--- src/design/tsd_pkg.sv ---
// Package for the TLV stream deframer: result codes, parser states, queue item type.
// No dependencies; every other design file imports it.
package tsd_pkg;

    localparam int unsigned QUEUE_DEPTH = 4;

    localparam int unsigned HDR_CNT_W = 3;
    localparam int unsigned WORD_W    = 32;
    localparam int unsigned BYTE_W    = 8;
    localparam int unsigned LEFT_W    = 31;

    localparam logic [1:0] STATUS_BODY  = 2'd0;
    localparam logic [1:0] STATUS_EMPTY = 2'd1;
    localparam logic [1:0] STATUS_ERROR = 2'd2;

    localparam logic [HDR_CNT_W-1:0] HDR_LAST_TYPE_POS = 3'd3;
    localparam logic [HDR_CNT_W-1:0] HDR_LAST_POS      = 3'd7;

    typedef enum logic {
        ST_HEADER,
        ST_BODY
    } t_parse_state;

    typedef struct packed {
        logic [1:0]              status;
        logic signed [WORD_W-1:0] message_type;
        logic [BYTE_W-1:0]       body_byte;
        logic                    last_of_message;
    } t_result;

endpackage

--- src/design/tsd_front.sv ---
// Front end of the deframer: gathers headers, counts body bytes, classifies each byte.
// Depends on tsd_pkg; pushes finished results into tsd_queue.
module tsd_front (
    input  logic            i_clk,
    input  logic            i_rst_n,
    input  logic            i_accept,
    input  logic [7:0]      i_stream_byte,
    output logic            o_push,
    output tsd_pkg::t_result o_push_item
);
    import tsd_pkg::*;

    t_parse_state          r_state, n_state;
    logic [HDR_CNT_W-1:0]  r_hdr_cnt, n_hdr_cnt;
    logic [WORD_W-1:0]     r_type, n_type;
    logic [WORD_W-1:0]     r_length, n_length;
    logic [LEFT_W-1:0]     r_left, n_left;

    logic                  body_last;
    logic [WORD_W-1:0]     full_length;

    assign body_last   = (r_left <= LEFT_W'(1));
    // length word as it stands once the eighth header byte lands
    assign full_length = {i_stream_byte, r_length[23:0]};

    // next state
    always_comb begin
        n_state = r_state;
        if (i_accept) begin
            unique case (r_state)
                ST_HEADER: begin
                    if (r_hdr_cnt == HDR_LAST_POS && !full_length[WORD_W-1] &&
                        full_length != '0) begin
                        n_state = ST_BODY;
                    end
                end
                ST_BODY: begin
                    if (body_last) begin
                        n_state = ST_HEADER;
                    end
                end
                default: n_state = ST_HEADER;
            endcase
        end
    end

    // datapath registers and result outputs
    always_comb begin
        n_hdr_cnt   = r_hdr_cnt;
        n_type      = r_type;
        n_length    = r_length;
        n_left      = r_left;
        o_push      = 1'b0;
        o_push_item = '{status: STATUS_BODY, message_type: r_type,
                        body_byte: i_stream_byte, last_of_message: 1'b1};
        if (i_accept) begin
            unique case (r_state)
                ST_HEADER: begin
                    n_hdr_cnt = r_hdr_cnt + HDR_CNT_W'(1);
                    unique case (r_hdr_cnt[1:0])
                        2'd0: begin
                            if (r_hdr_cnt[2]) n_length[7:0]   = i_stream_byte;
                            else              n_type[7:0]     = i_stream_byte;
                        end
                        2'd1: begin
                            if (r_hdr_cnt[2]) n_length[15:8]  = i_stream_byte;
                            else              n_type[15:8]    = i_stream_byte;
                        end
                        2'd2: begin
                            if (r_hdr_cnt[2]) n_length[23:16] = i_stream_byte;
                            else              n_type[23:16]   = i_stream_byte;
                        end
                        default: begin
                            if (r_hdr_cnt[2]) n_length[31:24] = i_stream_byte;
                            else              n_type[31:24]   = i_stream_byte;
                        end
                    endcase
                    if (r_hdr_cnt == HDR_LAST_POS) begin
                        if (full_length[WORD_W-1]) begin
                            o_push                = 1'b1;
                            o_push_item.status    = STATUS_ERROR;
                            o_push_item.body_byte = '0;
                        end else if (full_length == '0) begin
                            o_push                = 1'b1;
                            o_push_item.status    = STATUS_EMPTY;
                            o_push_item.body_byte = '0;
                        end else begin
                            n_left = full_length[LEFT_W-1:0];
                        end
                    end
                end
                ST_BODY: begin
                    o_push                      = 1'b1;
                    o_push_item.last_of_message = body_last;
                    n_left = body_last ? '0 : r_left - LEFT_W'(1);
                end
                default: ;
            endcase
        end
    end

    always_ff @(posedge i_clk) begin
        if (!i_rst_n) begin
            r_state   <= ST_HEADER;
            r_hdr_cnt <= '0;
            r_type    <= '0;
            r_length  <= '0;
            r_left    <= '0;
        end else begin
            r_state   <= n_state;
            r_hdr_cnt <= n_hdr_cnt;
            r_type    <= n_type;
            r_length  <= n_length;
            r_left    <= n_left;
        end
    end

endmodule

--- src/design/tsd_queue.sv ---
// Short result queue between the parser front end and the output stage.
// Depends on tsd_pkg for the item type; DEPTH must be a power of two, at least 2.
module tsd_queue #(
    parameter int unsigned DEPTH = tsd_pkg::QUEUE_DEPTH
) (
    input  logic             i_clk,
    input  logic             i_rst_n,
    input  logic             i_push,
    input  tsd_pkg::t_result i_push_item,
    output logic             o_full,
    input  logic             i_pop,
    output logic             o_valid,
    output tsd_pkg::t_result o_item
);
    import tsd_pkg::*;

    localparam int unsigned PTR_W = $clog2(DEPTH);
    localparam int unsigned CNT_W = $clog2(DEPTH + 1);

    t_result            r_mem [DEPTH];
    logic [PTR_W-1:0]   r_wr_ptr, n_wr_ptr;
    logic [PTR_W-1:0]   r_rd_ptr, n_rd_ptr;
    logic [CNT_W-1:0]   r_count, n_count;
    logic               do_push, do_pop;

    assign o_full  = (r_count == CNT_W'(DEPTH));
    assign o_valid = (r_count != '0);
    assign o_item  = r_mem[r_rd_ptr];

    assign do_push = i_push && !o_full;
    assign do_pop  = i_pop && o_valid;

    always_comb begin
        n_wr_ptr = do_push ? r_wr_ptr + PTR_W'(1) : r_wr_ptr;
        n_rd_ptr = do_pop  ? r_rd_ptr + PTR_W'(1) : r_rd_ptr;
        n_count  = r_count + CNT_W'(do_push) - CNT_W'(do_pop);
    end

    always_ff @(posedge i_clk) begin
        if (!i_rst_n) begin
            r_wr_ptr <= '0;
            r_rd_ptr <= '0;
            r_count  <= '0;
        end else begin
            r_wr_ptr <= n_wr_ptr;
            r_rd_ptr <= n_rd_ptr;
            r_count  <= n_count;
        end
    end

    always_ff @(posedge i_clk) begin
        if (do_push) begin
            r_mem[r_wr_ptr] <= i_push_item;
        end
    end

endmodule

--- src/design/tsd_back.sv ---
// Output stage of the deframer: registered result held steady while stalled.
// Depends on tsd_pkg; pulls items from tsd_queue.
module tsd_back (
    input  logic                i_clk,
    input  logic                i_rst_n,
    input  logic                i_q_valid,
    input  tsd_pkg::t_result    i_q_item,
    output logic                o_pop,
    output logic                o_out_valid,
    input  logic                i_out_stall,
    output logic [1:0]          o_status,
    output logic signed [31:0]  o_message_type,
    output logic [7:0]          o_body_byte,
    output logic                o_last_of_message
);
    import tsd_pkg::*;

    logic    r_valid, n_valid;
    t_result r_item;

    // load whenever the register is empty or its item leaves this cycle
    assign o_pop   = i_q_valid && (!r_valid || !i_out_stall);
    assign n_valid = o_pop || (r_valid && i_out_stall);

    always_ff @(posedge i_clk) begin
        if (!i_rst_n) begin
            r_valid <= 1'b0;
        end else begin
            r_valid <= n_valid;
        end
    end

    always_ff @(posedge i_clk) begin
        if (o_pop) begin
            r_item <= i_q_item;
        end
    end

    assign o_out_valid       = r_valid;
    assign o_status          = r_item.status;
    assign o_message_type    = r_item.message_type;
    assign o_body_byte       = r_item.body_byte;
    assign o_last_of_message = r_item.last_of_message;

endmodule

--- src/design/tlv_stream_deframer_core.sv ---
// TLV stream deframer, top level: front end parser, result queue, output stage.
// Depends on tsd_pkg, tsd_front, tsd_queue and tsd_back.
//
// Usage:
//   Input channel: one stream byte per item on i_stream_byte, taken at an edge
//   where i_in_valid is high and o_in_stall is low. Each message is an 8-byte
//   header (32-bit type, 32-bit length, little-endian) followed by the body.
//   Output channel: o_out_valid / i_out_stall carry one result per body byte,
//   one empty-message result for a zero length and one error result for a
//   negative length; header bytes otherwise give no result.
//   Throughput: one byte per clock, sustained, while the receiver keeps up.
//   Each result is written into the queue at the edge where its byte is taken
//   and is loaded into the output register once older results have left the
//   queue and the output register is empty or its item leaves.
//   When the receiver stalls, the output register holds its item and the
//   queue (QUEUE_DEPTH items) absorbs new results; o_in_stall is high while
//   the queue is full and drops at the edge where the output stage takes an
//   item from it.
//   Reset (synchronous, active low) empties the queue and output register and
//   returns the parser to expecting a header.
module tlv_stream_deframer_core #(
    parameter int unsigned QUEUE_DEPTH = tsd_pkg::QUEUE_DEPTH
) (
    input  logic               i_clk,
    input  logic               i_rst_n,
    input  logic               i_in_valid,
    output logic               o_in_stall,
    input  logic [7:0]         i_stream_byte,
    output logic               o_out_valid,
    input  logic               i_out_stall,
    output logic [1:0]         o_status,
    output logic signed [31:0] o_message_type,
    output logic [7:0]         o_body_byte,
    output logic               o_last_of_message
);
    import tsd_pkg::*;

    logic    accept;
    logic    push;
    t_result push_item;
    logic    q_full;
    logic    q_valid;
    t_result q_item;
    logic    pop;

    assign o_in_stall = q_full;
    assign accept     = i_in_valid && !q_full;

    tsd_front u_front (
        .i_clk         (i_clk),
        .i_rst_n       (i_rst_n),
        .i_accept      (accept),
        .i_stream_byte (i_stream_byte),
        .o_push        (push),
        .o_push_item   (push_item)
    );

    tsd_queue #(
        .DEPTH (QUEUE_DEPTH)
    ) u_queue (
        .i_clk       (i_clk),
        .i_rst_n     (i_rst_n),
        .i_push      (push),
        .i_push_item (push_item),
        .o_full      (q_full),
        .i_pop       (pop),
        .o_valid     (q_valid),
        .o_item      (q_item)
    );

    tsd_back u_back (
        .i_clk             (i_clk),
        .i_rst_n           (i_rst_n),
        .i_q_valid         (q_valid),
        .i_q_item          (q_item),
        .o_pop             (pop),
        .o_out_valid       (o_out_valid),
        .i_out_stall       (i_out_stall),
        .o_status          (o_status),
        .o_message_type    (o_message_type),
        .o_body_byte       (o_body_byte),
        .o_last_of_message (o_last_of_message)
    );

endmodule
--- config.mk ---
export PLATFORM = sky130hd
export DESIGN_NAME = tlv_stream_deframer_core
export DESIGN_NICKNAME = d
export VERILOG_FILES = /design/src/design/tsd_pkg.sv /design/src/design/tsd_front.sv /design/src/design/tsd_queue.sv /design/src/design/tsd_back.sv /design/src/design/tlv_stream_deframer_core.sv
export SDC_FILE = /design/constraint.sdc
export NUM_CORES = 1
export LEC_CHECK = 0
export ABC_AREA = 1
export BUFFER_PORTS_ARGS = -buffer_cell sky130_fd_sc_hd__buf_2
export CELL_PAD_IN_SITES_DETAIL_PLACEMENT = 0
export CELL_PAD_IN_SITES_GLOBAL_PLACEMENT = 1
export CORE_MARGIN = 2
export CORE_UTILIZATION = 31
export DETAILED_ROUTE_END_ITERATION = 10
export PLACE_DENSITY = 0.56
export SYNTH_ARGS = -nofsm -noshare
export SYNTH_HDL_FRONTEND = slang
export SYNTH_SLANG_ARGS = --single-unit
export TNS_END_PERCENT = 10
--- constraint.sdc ---
create_clock -name i_clk -period 9.6 [get_ports i_clk]
set_input_delay 0.96 -clock i_clk [delete_from_list [all_inputs] [get_ports i_clk]]
set_output_delay 0.96 -clock i_clk [all_outputs]
set_load 0.1 [all_outputs]
; After elaboration in Yosys (flattened, before gate mapping)
; Memory sizes are Yosys's and may differ from the RTL's. A register that Yosys moved wholly into a read port is not among the register bits.
; Index checks and enable logic that the tools add are counted.
; W data, S select, Z words.
[totals]
regBits = 99
ram_bits = 172
in_bits = 12
out_inout_bits = 45
wordCells = 85
n_memories = 1
[mem_list]
columns = memory, words, width, read_ports, rd_ports_with_merged_regs, wr, line_no
row1 = u_queue.r_mem, 4, 43, 1, 1, 1, tsd_queue.sv:20  ; t_result r_mem [DEPTH];
[op_classes]
n_addsub = 6
magnitude_cmp = 1
eq_ne = 7
mux = 26
bitwise_logic = 3
n_reduce_logical = 27
[ops]
columns = operator, n
row1 = $mux W31, 4
row2 = $pmux W31 S2, 1
row3 = $logic_not A32 Y1, 1
row4 = $reduce_and A4 Y1, 8
row5 = $reduce_bool A32 Y1, 1
row6 = $le A31 B1 Y1 const B, 1
row7 = $sub A31 B1 Y31 const B, 1
row8 = $mux W8, 3
row9 = $mux W1, 10
row10 = $mux W9, 1
row11 = $mux W2, 4
row12 = $logic_and A1 B1 Y1, 7
row13 = $mux W7, 1
row14 = $eq A3 B3 Y1 const B, 2
row15 = $add A2 B1 Y2 const B, 2
row16 = $logic_not A1 Y1, 4
row17 = $ne A2 B2 Y1 const B, 2
row18 = $pmux W1 S2, 2
row19 = $add A3 B1 Y3, 1
row20 = $add A3 B1 Y3 const B, 1
row21 = $not A1 Y1, 3
row22 = $reduce_bool A3 Y1, 1
row23 = $reduce_or A3 Y1, 1
row24 = $sub A3 B1 Y3, 1
row25 = other kinds (6), 7

; Longest topological paths before layout
[depth]
word_depth = 9
depth_mapped = 14
depth_no_buf = 14

; By module
; From an unflattened synthesis, not the netlist that was laid out.
[hier_totals]
hier_cells = 1294
hier_area_um2 = 13167.6
[modules_own_cells]
columns = module, n_inst, cells_each, area_per_inst_um2, seq_area_each_um2
row1 = tsd_queue, 1, 481, 6832.8, 5345.1
row2 = tsd_front, 1, 762, 4988.5, 1821.7
row3 = tsd_back, 1, 49, 1336.3, 1311.3
row4 = tlv_stream_deframer_core, 1, 2, 10.0, 0.0

; Worst setup path before layout
; No wires, ideal clock.
[synth_timing]
path_type = input-to-reg
startpoint = in i_stream_byte[6]
endpoint = mem u_queue.r_mem[0][0] in the netlist's numbering (enable)
setup_ps = 443
arrival_ps = 3546
required_ps = 9157
setup_slack_ps = 5611
cell_stages = 9
n_path_buf = 0
path_cell_list = clkinv_1 -> nand3_1 -> nor2_1 -> nand2_1 -> o21ai_0 -> nand2_1 -> nand2_1 -> nand2_1 -> nor2_1
[synth_between]
elab_chain_cells = 9
[synth_rtl]
columns = item, line_no
row1 = "start, declared", tlv_stream_deframer_core.sv:28  ; input logic [7:0] i_stream_byte,
row2 = $logic_not A32 Y1, tsd_front.sv:83  ; end else if (full_length == '0) begin
row3 = $mux W1, tsd_front.sv:83
row4 = $mux W1, tsd_front.sv:79  ; if (full_length[WORD_W-1]) begin
row5 = $mux W1, tsd_front.sv:78  ; if (r_hdr_cnt == HDR_LAST_POS) begin
row6 = $pmux W1 S2, tsd_front.sv:57  ; unique case (r_state)
row7 = $mux W1, tsd_front.sv:56  ; if (i_accept) begin
row8 = $logic_and A1 B1 Y1, tsd_queue.sv:30  ; assign do_push = i_push && !o_full;
row9 = $mux W1, tsd_queue.sv:52  ; if (do_push) begin
row10 = $mux W1 (implied by the code), tsd_queue.sv:53  ; r_mem[r_wr_ptr] <= i_push_item;
row11 = "end, declared", tsd_queue.sv:20
; No other way between the ends.

; Final worst setup path
[layout_timing]
startpoint = in i_stream_byte[6]
endpoint = reg u_front.r_left[30]
[layout_between]
elab_chain_cells = 4
elab_cells_between_ends = 7
cone_classes = 1 x eq/ne / 4 x mux / 2 x reduce/logical
[layout_rtl]
columns = item, line_no
row1 = "parallel branches: the longest is 4 deep, another holds $logic_not A32 Y1", -
row2 = "end signal, assigned", tsd_front.sv:114  ; r_left <= n_left;
row3 = "end, declared", tsd_front.sv:17  ; logic [LEFT_W-1:0] r_left, n_left;
; Several ways; the timed one is not identified. The select of a mux whose other input is x is not followed.
; A chain may end at the register's enable or synchronous reset.

==> summary.md <==
| Metric | Value |
|---|---|
| Pre-antenna DRT Iters | `5` |
| Outcome | `finished, final reports clean` |
| Max_cap viols | `0` |
| Post-Synthesis Cell Area | `0.0130 mm2` |
| R2R depth | `5` |
| Cell leakage power | `5.88 nW` |
| YS warnings | `0` |
| Grt ovf | `0` |
| Initial Util | `0.312` |
| Initial antenna violation count | `0` |
| Die Y | `209 um` |
| Worst min path class | `reg -> reg` |
| IO Port Bufs | `56` |
| Synth Area in Compound Gates | `0.102` |
| DR iter-0 viols | `573` |
| Cell mode on critical path | `nor2_1` |
| Finished Core Util | `0.359` |
| Count leader, synth | `nor2_1` |
| Post-synthesis xor/xnor area fraction | `0.0114` |
| CTS Buf Count | `37` |
| TritonCTS clock tree | `done` |
| Die W | `209 um` |
| GPL Wtd Cong | `0.747` |
| Fmax | `319 MHz` |
| CP Cell Sequence | `buf_2 > clkinv_1 > nand3_1 > nor2_1 > nand2_1 > nor2_1 > nand2_1 > nand3_2 > nor2_1 > a21oi_1` |
| RSZ-0062 raised after global routing | `no` |
| #FFs+latches synth | `314` |
| # hold bufs at CTS | `0` |
| Worst-skew pair later-pin latency | `0.55 ns` |
| Placed Area | `0.0138 mm2` |
| Post-Layout Cell Count | `1897` |
| Worst Path Required | `10.03 ns` |
| Worst slew pin tran | `0.933 ns` |
| Clock skew | `0.0184 ns` |
| Number of hold violations in the final report | `0` |
| CTS Buffer Depth | `3` |
| Worst-path clk slew | `0.06 ns` |
| Design area | `0.0150 mm2` |
| Nets | `1356` |
| First-pass GRT wire length | `50400 um` |
| Num ports | `57` |
| DR WL/cell | `17.0 um` |
| Slowest stage delay, CP | `0.88 ns` |
| Async S/R FF share, synth | `0` |
| Post-synth EDFFs | `215` |
| Number of global-route vias before repair | `8572` |
| Startpoint Class | `input pin` |
| CP Max Fanout | `43` |
| Largest net degree at the start of global routing | `88` |
| # setup viols final | `0` |
| DRC | `0` |
| Mux cell area share after synthesis | `0` |
| Post-CTS setup buffer count | `0` |
| Die area | `0.0437 mm2` |
| DP HPWL | `19100 um` |
| Area delta synth->final | `15.0%` |
| Setup TNS | `0 ns` |
| Worst setup endpoint | `u_front.r_left[30]` |
| Max Slew Vio Count | `0` |
| Final worst-path cycle share | `0.326` |
| Fin crit period | `3.13 ns` |
| WP data arrival | `3.56 ns` |
| Antenna viol nets, final | `0` |
| Sequential area share after synthesis | `0.648` |
| Depth of the CTS H-tree | `2` |
| Post-Place Cells | `1829` |
| Post-synthesis simple-gate area fraction | `0.176` |
| Power, Total | `0.00452 W` |
| PwrDens | `302 mW/mm2` |
| Largest family of logic cells by synthesized area | `simple AND/OR/NAND/NOR gates` |
| Post-DR vias/cell | `4.68` |
| Final wirelength | `32200 um` |
| TritonCTS Sinks | `314` |
| Post-synthesis adder-cell area fraction | `0.0150` |
| Synthesized Nets | `1310` |
| DR vias | `8877` |
| CP endpoint kind | `register` |
| Worst r2r dst | `u_front.r_left[30]` |
| Row Count | `75` |
| Worst path slowest cell | `nand3_2` |
| Synth cell count leaders | `307 x nor2_1, 215 x edfxtp_1, 166 x nand2_1` |
| Layout cells sized above 1 | `0.120` |
| VDD IR-drop max | `0.000175 V` |
| Global Route Usage Sum | `0.151` |
| CP startpoint | `i_stream_byte[6]` |
| Top cells by area, synth | `edfxtp_1 50%, dfxtp_1 15%, nor2_1 8.8%, o21ai_0 4.9%, nand2_1 4.8%` |
| Core ar. | `0.0418 mm2` |
| R2R Path Start | `u_front.r_state` |
| Share of the synthesized area in the top cell type | `0.496` |
| Worst slew margin | `0.377` |
| Root Driver | `clkbuf_16` |
| ANT cells | `0` |
| Mean Syn Cell Area | `10.2 um2` |
| Yosys top cell by area | `edfxtp_1` |
| Syn Inst Count | `1283` |
| CTS resizes | `0` |
| Most used DFF post-synth | `edfxtp_1` |
| Worst R2R Setup Slack | `6.72 ns` |
| Critical path class | `in -> reg` |
| Yosys cell types | `32` |
-- placed cells by master (no fill, tap or decap), drive strengths merged --
cell type,instances
clkbuf,52
a21oi,77
nand2,170
clkinv,13
nand3,23
xor2,17
ha,14
o22ai,43
bufinv,2
edfxtp,215
fa,1
nand4,28
inv,81
clkinvlp,1
buf,67
dfxtp,99
nor3,5
o21ai,130
nor2,320
-- final cells by class --
class / count / area (um2)
multi-input combinational: 828 / 3990
clock inverter: 16 / 165
sequential: 314 / 8440
clock buffer: 52 / 1040
tap: 539 / 674
inverter: 81 / 304
fill: 4168 / 26800
timing repair buffer: 67 / 363
-- through the flow --
| step | hold slack, ns | setup slack [ns] |
|---|---|---|
| 2_1_floorplan | 0.444 | 5.61 |
| 3_3_place_gp | 0.477 | 5.89 |
| 3_5_place_dp | 0.474 | 5.76 |
| 4_1_cts | 0.487 | 6.37 |
| 5_1_grt | 0.516 | 6.02 |
| 6_report | 0.493 | 6.47 |
-- registers in the layout, summed over array words and instances, names as in the netlist --
register,cells
u_queue.r_mem,172
u_back.o_message_type,32
u_front.r_type,32
u_front.r_left,31
u_front.r_length,24
u_back.o_body_byte,8
u_front.r_hdr_cnt,3
u_queue.r_count,3
u_back.o_status,2
u_queue.r_rd_ptr,2
u_queue.r_wr_ptr,2
u_back.o_last_of_message,1
u_back.o_out_valid,1
u_front.r_state,1
-- kinds of logic (layout without fill, tap and decap cells) --
family,after synthesis,in the layout
buf+inv,141,216
compound gates,250,250
simple gates,546,546
flops,314,314
fa+ha+maj,15,15
xor+xnor,17,17
-- layer usage --
layer | wire (um) | vias to the layer above | global-route usage
li1 | - | 4474 | -
met1 | 14500 | 4194 | 0.192
met2 | 15800 | 166 | 0.260
met3 | 1380 | 43 | 0.0240
met4 | 646 | 0 | 0.0500
met5 | 0 | - | 0
-- how the worst min path moves through the flow --
stage,startpoint,to,depth (start not counted)
after global placement,u_front.r_length[16],u_front.r_length[16],2
after global routing,u_front.r_length[16],u_front.r_length[16],2
after floorplan,u_front.r_length[16],u_front.r_length[16],2
after CTS,u_front.r_length[16],u_front.r_length[16],2
after detailed placement,u_front.r_length[16],u_front.r_length[16],2
final,u_front.r_length[16],u_front.r_length[16],2
-- worst max-delay path, delay by kind of cell --
kind	cells	cell delay, ns
compound gates	1	0.10
simple gates	7	2.08
buf+inv	2	0.41
-- where the power goes --
part | switching, W | internal, W | leakage [nW] | total (W)
clock | 0.000566 | 0.000822 | 0.593 | 0.00139
combinational | 0.00119 | 0.000223 | 2.50 | 0.00141
sequential | 0.0000619 | 0.00165 | 2.78 | 0.00172
Power figures use the tool's default switching activity.
